--- src/hw/rtl/bhc_pkg.sv ---
// Shared types and constant tables for the Hall-sensor commutation block.
// No dependencies.
package bhc_pkg;

    localparam int HALL_W  = 3;
    localparam int LEAD_W  = 3;
    localparam int STATE_W = 3;
    localparam int GATE_W  = 6;
    localparam int POS_OUT_W = 32;

    localparam logic [2:0] REG_HOME_ADDR = 3'd0;

    // high-side gate bits are active low
    localparam logic [GATE_W-1:0] GATE_INVERT = 6'h2A;
    localparam logic [STATE_W-1:0] STEPS_PER_REV = 3'd6;

    typedef struct packed {
        logic [STATE_W-1:0] rotor_state;
        logic [STATE_W-1:0] drive_index;
        logic [GATE_W-1:0]  gate_levels;
    } t_commute;

    function automatic logic [STATE_W-1:0] f_sensor_to_rotor(input logic [HALL_W-1:0] hall);
        logic [STATE_W-1:0] r;
        case (hall)
            3'd0:    r = 3'd7;
            3'd1:    r = 3'd5;
            3'd2:    r = 3'd3;
            3'd3:    r = 3'd4;
            3'd4:    r = 3'd1;
            3'd5:    r = 3'd0;
            3'd6:    r = 3'd2;
            3'd7:    r = 3'd7;
            default: r = 3'd7;
        endcase
        return r;
    endfunction

    function automatic logic [GATE_W-1:0] f_drive_byte(input logic [STATE_W-1:0] idx);
        logic [GATE_W-1:0] d;
        case (idx)
            3'd0:    d = 6'h12;
            3'd1:    d = 6'h18;
            3'd2:    d = 6'h09;
            3'd3:    d = 6'h21;
            3'd4:    d = 6'h24;
            3'd5:    d = 6'h06;
            default: d = 6'h00;
        endcase
        return d;
    endfunction

endpackage

--- src/hw/rtl/bhc_commutate.sv ---
// Combinational commutation decode: sensor map, drive index, gate levels.
// Depends on bhc_pkg.
module bhc_commutate
    import bhc_pkg::*;
(
    input  logic [HALL_W-1:0]  i_hall_bits,
    input  logic [LEAD_W-1:0]  i_phase_lead,
    input  logic [STATE_W-1:0] i_home_state,
    output t_commute           o_commute
);

    logic [STATE_W-1:0] rotor;
    logic signed [5:0]  sum;
    logic signed [5:0]  rem;
    logic [STATE_W-1:0] idx;

    always_comb begin
        rotor = f_sensor_to_rotor(i_hall_bits);
        // range -5..16
        sum = $signed({3'b000, rotor}) - $signed({3'b000, i_home_state})
            + 6'(signed'(i_phase_lead)) + $signed({3'b000, STEPS_PER_REV});
        // truncating remainder: a negative sum is already above -6
        if (sum >= 6'sd12) begin
            rem = sum - 6'sd12;
        end else if (sum >= 6'sd6) begin
            rem = sum - 6'sd6;
        end else begin
            rem = sum;
        end
        idx = rem[STATE_W-1:0];
        o_commute.rotor_state = rotor;
        o_commute.drive_index = idx;
        o_commute.gate_levels = f_drive_byte(idx) ^ GATE_INVERT;
    end

endmodule

--- src/hw/rtl/bhc_position.sv ---
// Rotor position tracker: previous state and wrapping signed counter.
// Depends on bhc_pkg.
module bhc_position
    import bhc_pkg::*;
#(
    parameter int POSITION_WIDTH = 32
) (
    input  logic                      i_clk,
    input  logic                      i_rst_n,
    input  logic                      i_advance,
    input  logic [STATE_W-1:0]        i_rotor_state,
    output logic [POSITION_WIDTH-1:0] o_count_next
);

    logic [STATE_W-1:0]        r_prev;
    logic [POSITION_WIDTH-1:0] r_count;
    logic signed [3:0]         diff;
    logic signed [3:0]         step;

    always_comb begin
        diff = $signed({1'b0, i_rotor_state}) - $signed({1'b0, r_prev});
        // wrap across the 5 <-> 0 boundary of the sequence
        if (diff == 4'sd5) begin
            step = -4'sd1;
        end else if (diff == -4'sd5) begin
            step = 4'sd1;
        end else begin
            step = diff;
        end
        o_count_next = r_count + POSITION_WIDTH'(step);
    end

    always_ff @(posedge i_clk) begin
        if (!i_rst_n) begin
            r_prev  <= '0;
            r_count <= '0;
        end else if (i_advance) begin
            r_prev  <= i_rotor_state;
            r_count <= o_count_next;
        end
    end

    assert property (@(posedge i_clk) disable iff (!i_rst_n)
        i_advance |=> r_prev == $past(i_rotor_state))
        else $error("previous rotor state not updated on advance");

    assert property (@(posedge i_clk) disable iff (!i_rst_n)
        !i_advance |=> $stable(r_count) && $stable(r_prev))
        else $error("position state changed without an item");

    assert property (@(posedge i_clk)
        $past(!i_rst_n) |-> r_count == '0 && r_prev == '0)
        else $error("position state not cleared by reset");

endmodule

--- src/hw/rtl/bldc_hall_commutation.sv ---
// Top level of the Hall-sensor six-step commutation block.
// Depends on bhc_pkg, bhc_commutate and bhc_position.
//
// Usage:
//   Sensor samples enter on the s_axis stream (hall bits and signed phase
//   lead); one result leaves on the m_axis stream for every sample: rotor
//   state, drive index, gate pin levels and the accumulated position.
//   home_state is written through the APB port at byte address 0, and the user
//   writes it only while the block is idle; the block does not enforce this.
//   Reads return it. Two register stages: input register and result register.
//   Throughput: one sample per clock while m_axis_tready is high; decode
//   and position update sit in one combinational pass between the two
//   registers.
//   Stall: when m_axis_tready is low the result holds, the input register
//   still takes one more sample, then s_axis_tready drops until the result
//   moves on. Position state advances only as a sample enters the result
//   register, so stalls never drop or repeat a count.
//   Reset (synchronous, active low): both stages empty, position counter,
//   previous rotor state and home_state cleared to zero.
module bldc_hall_commutation
    import bhc_pkg::*;
#(
    parameter int POSITION_WIDTH = 32
) (
    input  logic        i_clk,
    input  logic        i_rst_n,
    input  logic        s_axis_tvalid,
    output logic        s_axis_tready,
    input  logic [7:0]  s_axis_tdata,   // [2:0] hall_bits, [5:3] phase_lead, [7:6] zero
    output logic        m_axis_tvalid,
    input  logic        m_axis_tready,
    output logic [47:0] m_axis_tdata,   // [2:0] rotor_state, [5:3] drive_index,
                                        // [11:6] gate_levels, [43:12] position, [47:44] zero
    input  logic        psel,
    input  logic        penable,
    input  logic        pwrite,
    input  logic [2:0]  paddr,
    input  logic [31:0] pwdata,
    output logic [31:0] prdata,
    output logic        pready
);

    logic                      r_in_valid;
    logic [HALL_W-1:0]         r_hall;
    logic [LEAD_W-1:0]         r_lead;
    logic                      r_out_valid;
    t_commute                  r_commute;
    logic [POS_OUT_W-1:0]      r_position;
    logic [STATE_W-1:0]        r_home;

    logic                      advance;
    t_commute                  commute;
    logic [POSITION_WIDTH-1:0] count_next;
    logic [POS_OUT_W-1:0]      n_position;

    assign advance       = r_in_valid && (!r_out_valid || m_axis_tready);
    assign s_axis_tready = !r_in_valid || advance;

    bhc_commutate u_commutate (
        .i_hall_bits  (r_hall),
        .i_phase_lead (r_lead),
        .i_home_state (r_home),
        .o_commute    (commute)
    );

    bhc_position #(
        .POSITION_WIDTH (POSITION_WIDTH)
    ) u_position (
        .i_clk         (i_clk),
        .i_rst_n       (i_rst_n),
        .i_advance     (advance),
        .i_rotor_state (commute.rotor_state),
        .o_count_next  (count_next)
    );

    generate
        if (POSITION_WIDTH >= POS_OUT_W) begin : g_pos_trunc
            assign n_position = count_next[POS_OUT_W-1:0];
        end else begin : g_pos_sext
            assign n_position = {{(POS_OUT_W-POSITION_WIDTH){count_next[POSITION_WIDTH-1]}},
                                 count_next};
        end
    endgenerate

    always_ff @(posedge i_clk) begin
        if (!i_rst_n) begin
            r_in_valid <= 1'b0;
        end else if (s_axis_tready) begin
            r_in_valid <= s_axis_tvalid;
        end
    end

    always_ff @(posedge i_clk) begin
        if (s_axis_tready && s_axis_tvalid) begin
            r_hall <= s_axis_tdata[2:0];
            r_lead <= s_axis_tdata[5:3];
        end
    end

    always_ff @(posedge i_clk) begin
        if (!i_rst_n) begin
            r_out_valid <= 1'b0;
        end else if (advance) begin
            r_out_valid <= 1'b1;
        end else if (m_axis_tready) begin
            r_out_valid <= 1'b0;
        end
    end

    always_ff @(posedge i_clk) begin
        if (advance) begin
            r_commute  <= commute;
            r_position <= n_position;
        end
    end

    assign m_axis_tvalid = r_out_valid;
    assign m_axis_tdata  = {4'b0000, r_position, r_commute.gate_levels,
                            r_commute.drive_index, r_commute.rotor_state};

    // APB: single register, always ready
    always_ff @(posedge i_clk) begin
        if (!i_rst_n) begin
            r_home <= '0;
        end else if (psel && penable && pwrite && paddr == REG_HOME_ADDR) begin
            r_home <= pwdata[STATE_W-1:0];
        end
    end

    assign pready = 1'b1;
    assign prdata = (paddr == REG_HOME_ADDR) ? {29'd0, r_home} : 32'd0;

    assert property (@(posedge i_clk) disable iff (!i_rst_n)
        !s_axis_tready |-> r_in_valid && r_out_valid && !m_axis_tready)
        else $error("input stalled without a full pipeline");

    assert property (@(posedge i_clk) disable iff (!i_rst_n)
        r_out_valid && r_commute.drive_index[2:1] == 2'b11
            |-> r_commute.gate_levels == GATE_INVERT)
        else $error("off index does not turn all switches off");

    assert property (@(posedge i_clk) disable iff (!i_rst_n)
        r_out_valid && !m_axis_tready |=> r_out_valid && $stable(r_position))
        else $error("stalled result lost or changed");

endmodule

--- config.mk ---
export PLATFORM = sky130hd
export DESIGN_NAME = bldc_hall_commutation
export DESIGN_NICKNAME = d
export VERILOG_FILES = /design/src/hw/rtl/bhc_pkg.sv /design/src/hw/rtl/bhc_commutate.sv /design/src/hw/rtl/bhc_position.sv /design/src/hw/rtl/bldc_hall_commutation.sv
export SDC_FILE = /design/constraint.sdc
export NUM_CORES = 1
export LEC_CHECK = 0
export BUFFER_PORTS_ARGS = -buffer_cell sky130_fd_sc_hd__buf_2
export CORE_MARGIN = 5
export CORE_UTILIZATION = 50
export DETAILED_ROUTE_END_ITERATION = 7
export GPL_ROUTABILITY_DRIVEN = 0
export PLACE_DENSITY = 0.83
export SETUP_SLACK_MARGIN = 0.5
export SLEW_MARGIN = 20
export SYNTH_ARGS = -nofsm -noshare
export SYNTH_HDL_FRONTEND = slang
export SYNTH_SLANG_ARGS = --single-unit
--- constraint.sdc ---
create_clock -name i_clk -period 6.3 [get_ports i_clk]
set_input_delay 0.63 -clock i_clk [delete_from_list [all_inputs] [get_ports i_clk]]
set_output_delay 0.63 -clock i_clk [all_outputs]
set_load 0.05 [all_outputs]
; Word-level counts from Yosys, hierarchy flattened
; Memory sizes are Yosys's and may differ from the RTL's. A register that Yosys moved wholly into a read port is not among the register bits.
; Index checks and enable logic that the tools add are counted.
; W data, S select, Z words.
[classes]
n_reduce_logical = 12
muxes = 9
n_bitwise = 1
shift = 0
n_div = 0
addsub = 7
magnitude_cmp = 2
eq_ne = 7
mul = 0
[ops]
columns = op, count
row1 = $pmux W6 S6, 1
row2 = $add A32 B32 Y32, 1
row3 = $mux W3, 4
row4 = $eq A4 B4 Y1 const B, 2
row5 = $mux W4, 2
row6 = $sub A3 B3 Y4, 2
row7 = $add A6 B4 Y6 const B, 1
row8 = $eq A3 B2 Y1 const B, 2
row9 = $eq A3 B3 Y1 const B, 2
row10 = $ge A6 B4 Y1 const B, 1
row11 = $ge A6 B5 Y1 const B, 1
row12 = $logic_not A3 Y1, 2
row13 = $add A4 B3 Y5, 1
row14 = $logic_and A1 B1 Y1, 5
row15 = $eq A3 B1 Y1 const B, 1
row16 = $not A3 Y3, 1
row17 = $sub A3 B2 Y3 const B, 1
row18 = $sub A3 B3 Y3 const B, 1
row19 = $logic_not A1 Y1, 2
row20 = $logic_or A1 B1 Y1, 2
row21 = $mux W1, 2
row22 = $reduce_bool A2 Y1, 1
[totals]
register_bits = 90
output_inout_bits = 83
wordCells = 50
mem_bits_rw = 0
latch_bits = 0
romBits = 24
n_memories = 1
[memory_table]
columns = memory, words, word_bits, rd, rd_ports_with_merged_regs, write_ports, line
row1 = (no name shown), 8, 3, 1, 1, 0, bhc_pkg.sv:25  ; case (hall)

; Longest topological paths before layout
[depth]
word_depth = 9
mapped_depth = 18

; Hierarchy
; Synthesis repeated with hierarchy kept, for this count alone.
[unflattened]
cells_unflattened = 620
area_unflattened_um2 = 5905.7
[modules_own_cells]
columns = module, instances, area_per_inst_um2, cells_per_inst
row1 = bhc_position, 1, 3270.6, 424
row2 = bldc_hall_commutation, 1, 2009.4, 114
row3 = bhc_commutate, 1, 625.6, 82

; Least setup slack after synthesis
; No wires, ideal clock.
[synth_path]
path_type = reg-to-reg
from = register, netlist name u_commutate.rotor[0]
to = register r_position[31] (data pin)
setup_ps = 263
path_stages_with_launch = 19
arrival_ps = 5413
path_slack_ps = 624
synth_period_minus_slack_ps = 5676
cell_sequence = dfxtp_1 -> inv_1 -> ha_1 -> inv_1 -> fa_1 -> xor2_1 -> and2_1 -> nor2_1 -> o21ai_0 -> ha_1 -> clkbuf_2 -> a221oi_1 -> o21ai_0 -> a221oi_1 -> nand3_1 -> a21oi_1 -> a31oi_1 -> xnor2_1 -> xnor2_1
[synth_between]
elab_chain_cells = 5
elab_cells_between_ends = 6
classes_between = 2 x add/sub / 2 x eq/ne / 2 x mux
[synth_rtl]
columns = item, line
row1 = $sub A3 B3 Y4 (*), bhc_position.sv:21  ; diff = $signed({1'b0, i_rotor_state}) - $signed({1'b0, r_prev});
row2 = $eq A4 B4 Y1, bhc_position.sv:25  ; end else if (diff == -4'sd5) begin
row3 = $mux W4, bhc_position.sv:25
row4 = $mux W4 (*), bhc_position.sv:23  ; if (diff == 4'sd5) begin
row5 = $add A32 B32 Y32 (*), bhc_position.sv:30  ; o_count_next = r_count + POSITION_WIDTH'(step);
row6 = via count_next[31], bldc_hall_commutation.sv:53  ; logic [POSITION_WIDTH-1:0] count_next;
row7 = end signal: assignment, bldc_hall_commutation.sv:113  ; r_position <= n_position;
row8 = end: declaration, bldc_hall_commutation.sv:48  ; logic [POS_OUT_W-1:0] r_position;
; Mark *: on every way through the listed nets, which the timed path passes. The rest lies on a longest branch.
; A chain may end at the register's enable or synchronous reset.

; Worst setup path after layout
[layout_path]
from = register, netlist name u_commutate.rotor[0]
to = register u_position.r_count[30]
[layout_between]
elab_chain_cells = 5
elab_cells_between_ends = 6
classes_between = 2 x add/sub / 2 x eq/ne / 2 x mux
[layout_rtl]
columns = item, line
row1 = $sub A3 B3 Y4 (*), bhc_position.sv:21
row2 = $eq A4 B4 Y1, bhc_position.sv:25
row3 = $mux W4, bhc_position.sv:25
row4 = $mux W4 (*), bhc_position.sv:23
row5 = $add A32 B32 Y32 (*), bhc_position.sv:30
row6 = end signal: assignment, bhc_position.sv:39  ; r_count <= o_count_next;
row7 = end: declaration, bhc_position.sv:16  ; logic [POSITION_WIDTH-1:0] r_count;
; Mark *: on every way between the ends. The rest lies on a longest branch, timed or not.

==> flow_summary.toml <==
[outcome]
outcome = "finished clean"

[cells_and_area]
nets = 737
fillers = 925
final_common_cell = "buf_2"
area_delta_synth_final_pct = 11.7
final_cell_mix = "67 x buf_2, 53 x nand2_1, 50 x edfxtp_1"
drive_above_1_share_pct = 16.1
fin_util_pct = 56.2
diodes = 0

[routing]
via_count = 4255
ant_nets = 0
totalWireLength_mm = 11.1
drc = 0
wire_per_inst_microns = 14.1
drtIter0Drc = 291
viasPerCell = 5.41
dr.pass1.iters = 4

[cts]
cts_sinks = 93
htreeDepth = 3
post-cts-setup-buffer-count = 0
cts_hold_buf = 0
clk_pin_slew_ps = 70
cts_tree = "built"
clk_latency_ps = 350
ctsRootBufferMaster = "clkbuf_16"
cts_buffers = 9
cts_resized = 0
cts_max_path_buffers = 2

[yosys]
async_flop_share_pct = 0
synth_mux_area_share_pct = 3.61
synth_top_family_by_area = "compound AO/OA/AOI/OAI gates"
synth_top_area_share_pct = 26.4
synth_ff_type = "edfxtp_1"
synth_area_leaders = "edfxtp_1 26%, dfxtp_1 15%, ha_1 9.7%"
synth-compound-area-share_pct = 15.6
synth_xor_area_share_pct = 5.09
ys_seq_area_share_pct = 41.6
synth_cell_types = 59
synthCells = 582
syn_avg_cell_area_sq_um = 9.76
synth_seq_cells = 93
synth_area_sq_mm = 0.00568
yosys.area_share.simple_pct = 15.0
synthAdderAreaFrac_pct = 11.1
yosysTopAreaCell = "edfxtp_1"
yosysWarnings = 0
synth_edf_count = 50

[power_and_ir_drop]
power_density_mw_per_mm2 = 426
vdd_drop_max_mv = 0.203
p_leak_uw = 0.00270

[critical_path]
crit_arrival_ps = 4740
critPathMaxFanout = 31
cp.required_ps = 6530
worstSetupStartpointType = "flip-flop"
cp_cell_sequence = "inv_1, ha_1, inv_1, fa_1, xor2_1, and2_1, nor2_1, o21ai_2, buf_4, ha_1, a211oi_1, o21ai_0, a31oi_1, o21ai_0, o41ai_2, a211oi_2, mux2i_1, a311o_1"
slowest_delay_ps = 490
crit_start = "u_commutate.rotor[0]$_DFF_P_"
crit_path_top_delay_cell = "o41ai_2"
endpoint_kind = "flip-flop"
r2r-start = "u_commutate.rotor[0]$_DFF_P_"
crit_type = "flip-flop to flip-flop"

[timing]
slew_headroom_pct = 41.3
skew_ps = 8.94
fmax_mhz = 222
rsz0062_at_grt = "no"
tightest_slew_ps = 881
period_share_pct = 71.6
hold_viol = 0
period_minus_slack_ps = 4510
setup_violations = 0
fin_setup_tns_ps = 0
slew_viol_final = 0
setup_slack_ps = 1790

[floorplan]
row_count = 39
die_w_microns = 117
initial_core_util_pct = 50.4
ios = 133
core_sq_mm = 0.0113
die_height_microns = 117
die-area_sq_mm = 0.0136

[global_routing]
antenna_found_initial = 0
grt_max_degree = 55
grt_overflow_total = 0
grt_pass1_wl_mm = 18.6
track_usage_pct = 16.8
grt_pass1_vias = 4156

[flow_run]
maxCapViolations = 0

[place]
place_ws_ps = 1810
port_buffers = 67
hpwl_mm = 7.91

[worst_hold_path]
hp-start = "s_axis_tdata[5]"
hold_class = "primary input to flip-flop"
## logic make-up (layout without fill, tap and decap cells)
group                    count (synthesis)  after routing
multiplexers                            20             20
adder cells (fa/ha/maj)                 48             48
XOR/XNOR                                33             33
flip-flops                              93             93
AO/OA/AOI/OAI                          133            133
other                                    2             34
AND/OR/NAND/NOR                        171            171
buffers and inverters                   82            112
## worst max-delay path: cells and delay by family (launching register included)
kind	cells	cell delay, ps
flip-flops	1	330
multiplexers	1	140
AO/OA/AOI/OAI	8	1940
XOR/XNOR	1	290
buffers and inverters	3	510
adder cells (fa/ha/maj)	3	920
AND/OR/NAND/NOR	2	250
## metal layers
layer / share of wire [%] / routed length (microns) / vias to the layer above / global-route usage [%]
met5: 0 / 0 / - / 0
met4: 2.1 / 229 / 0 / 6.73
met3: 6.1 / 675 / 17 / 3.21
met2: 51 / 5620 / 116 / 29.4
met1: 41 / 4590 / 1983 / 20.2
li1: - / - / 2139 / -
## synthesized netlist by cell type (13+ instances only)
cell type and number:
edfxtp_1 50, a21boi_0 20, dfxtp_1 43, nor2_1 34
inv_1 26, clkbuf_1 15, nand2_1 53, ha_1 44
nand3_1 20, a21oi_1 33, o21ai_0 22, a21o_1 13
mux2i_1 16, xor2_1 14, xnor2_1 19, buf_4 34
## layout make-up
| class | count | area [sq um] | area share, % |
|---|---|---|---|
| clock inverters | 7 | 121 | 1.91 |
| multi-input cells | 439 | 3000 | 47.3 |
| repair buffers | 70 | 358 | 5.64 |
| flip-flops and latches | 93 | 2360 | 37.3 |
| clock buffers | 9 | 225 | 3.55 |
| well taps | 143 | 179 | 2.82 |
| inverters | 26 | 97.6 | 1.54 |
## through the flow
stage / hold WS [ps] / std cells / total power (uW) / instance area, sq um
2_1_floorplan: 430 / 614 / 1860 / 5800
3_3_place_gp: 452 / 771 / 2020 / 5990
3_5_place_dp: 459 / 771 / 2080 / 5990
4_1_cts: 456 / 787 / 2710 / 6340
5_1_grt: 459 / 787 / 2860 / 6340
6_report: 465 / 787 / 2700 / 6340
## sequential cells by signal, summed over array words and instances (netlist names)
signal / flops
u_position.r_prev: 3
r_hall: 3
m_axis_tvalid: 1
u_commutate.rotor: 3
m_axis_tdata: 12
r_in_valid: 1
r_position: 32
u_position.r_count: 32
r_lead: 3
r_home: 3
## final timing paths
path	endpoint	slack, ps	depth (start not counted)
max	u_position.r_count[30]$_SDFFE_PN0P_	1790	18
min	r_lead[2]$_DFFE_PP_	470	1
max reg2reg	u_position.r_count[30]$_SDFFE_PN0P_	1790	18
min reg2reg	u_position.r_prev[1]$_SDFFE_PN0P_	470	2
## where the power goes
group | leakage [uW] | total [uW] | switching (uW) | internal [uW]
Sequential | 0.000823 | 836 | 36.3 | 800
Clock | 0.000170 | 623 | 233 | 390
Combinational | 0.00171 | 1240 | 835 | 409
Total | 0.00270 | 2700 | 1100 | 1600
Note: power is estimated with default switching activity, not from simulation.
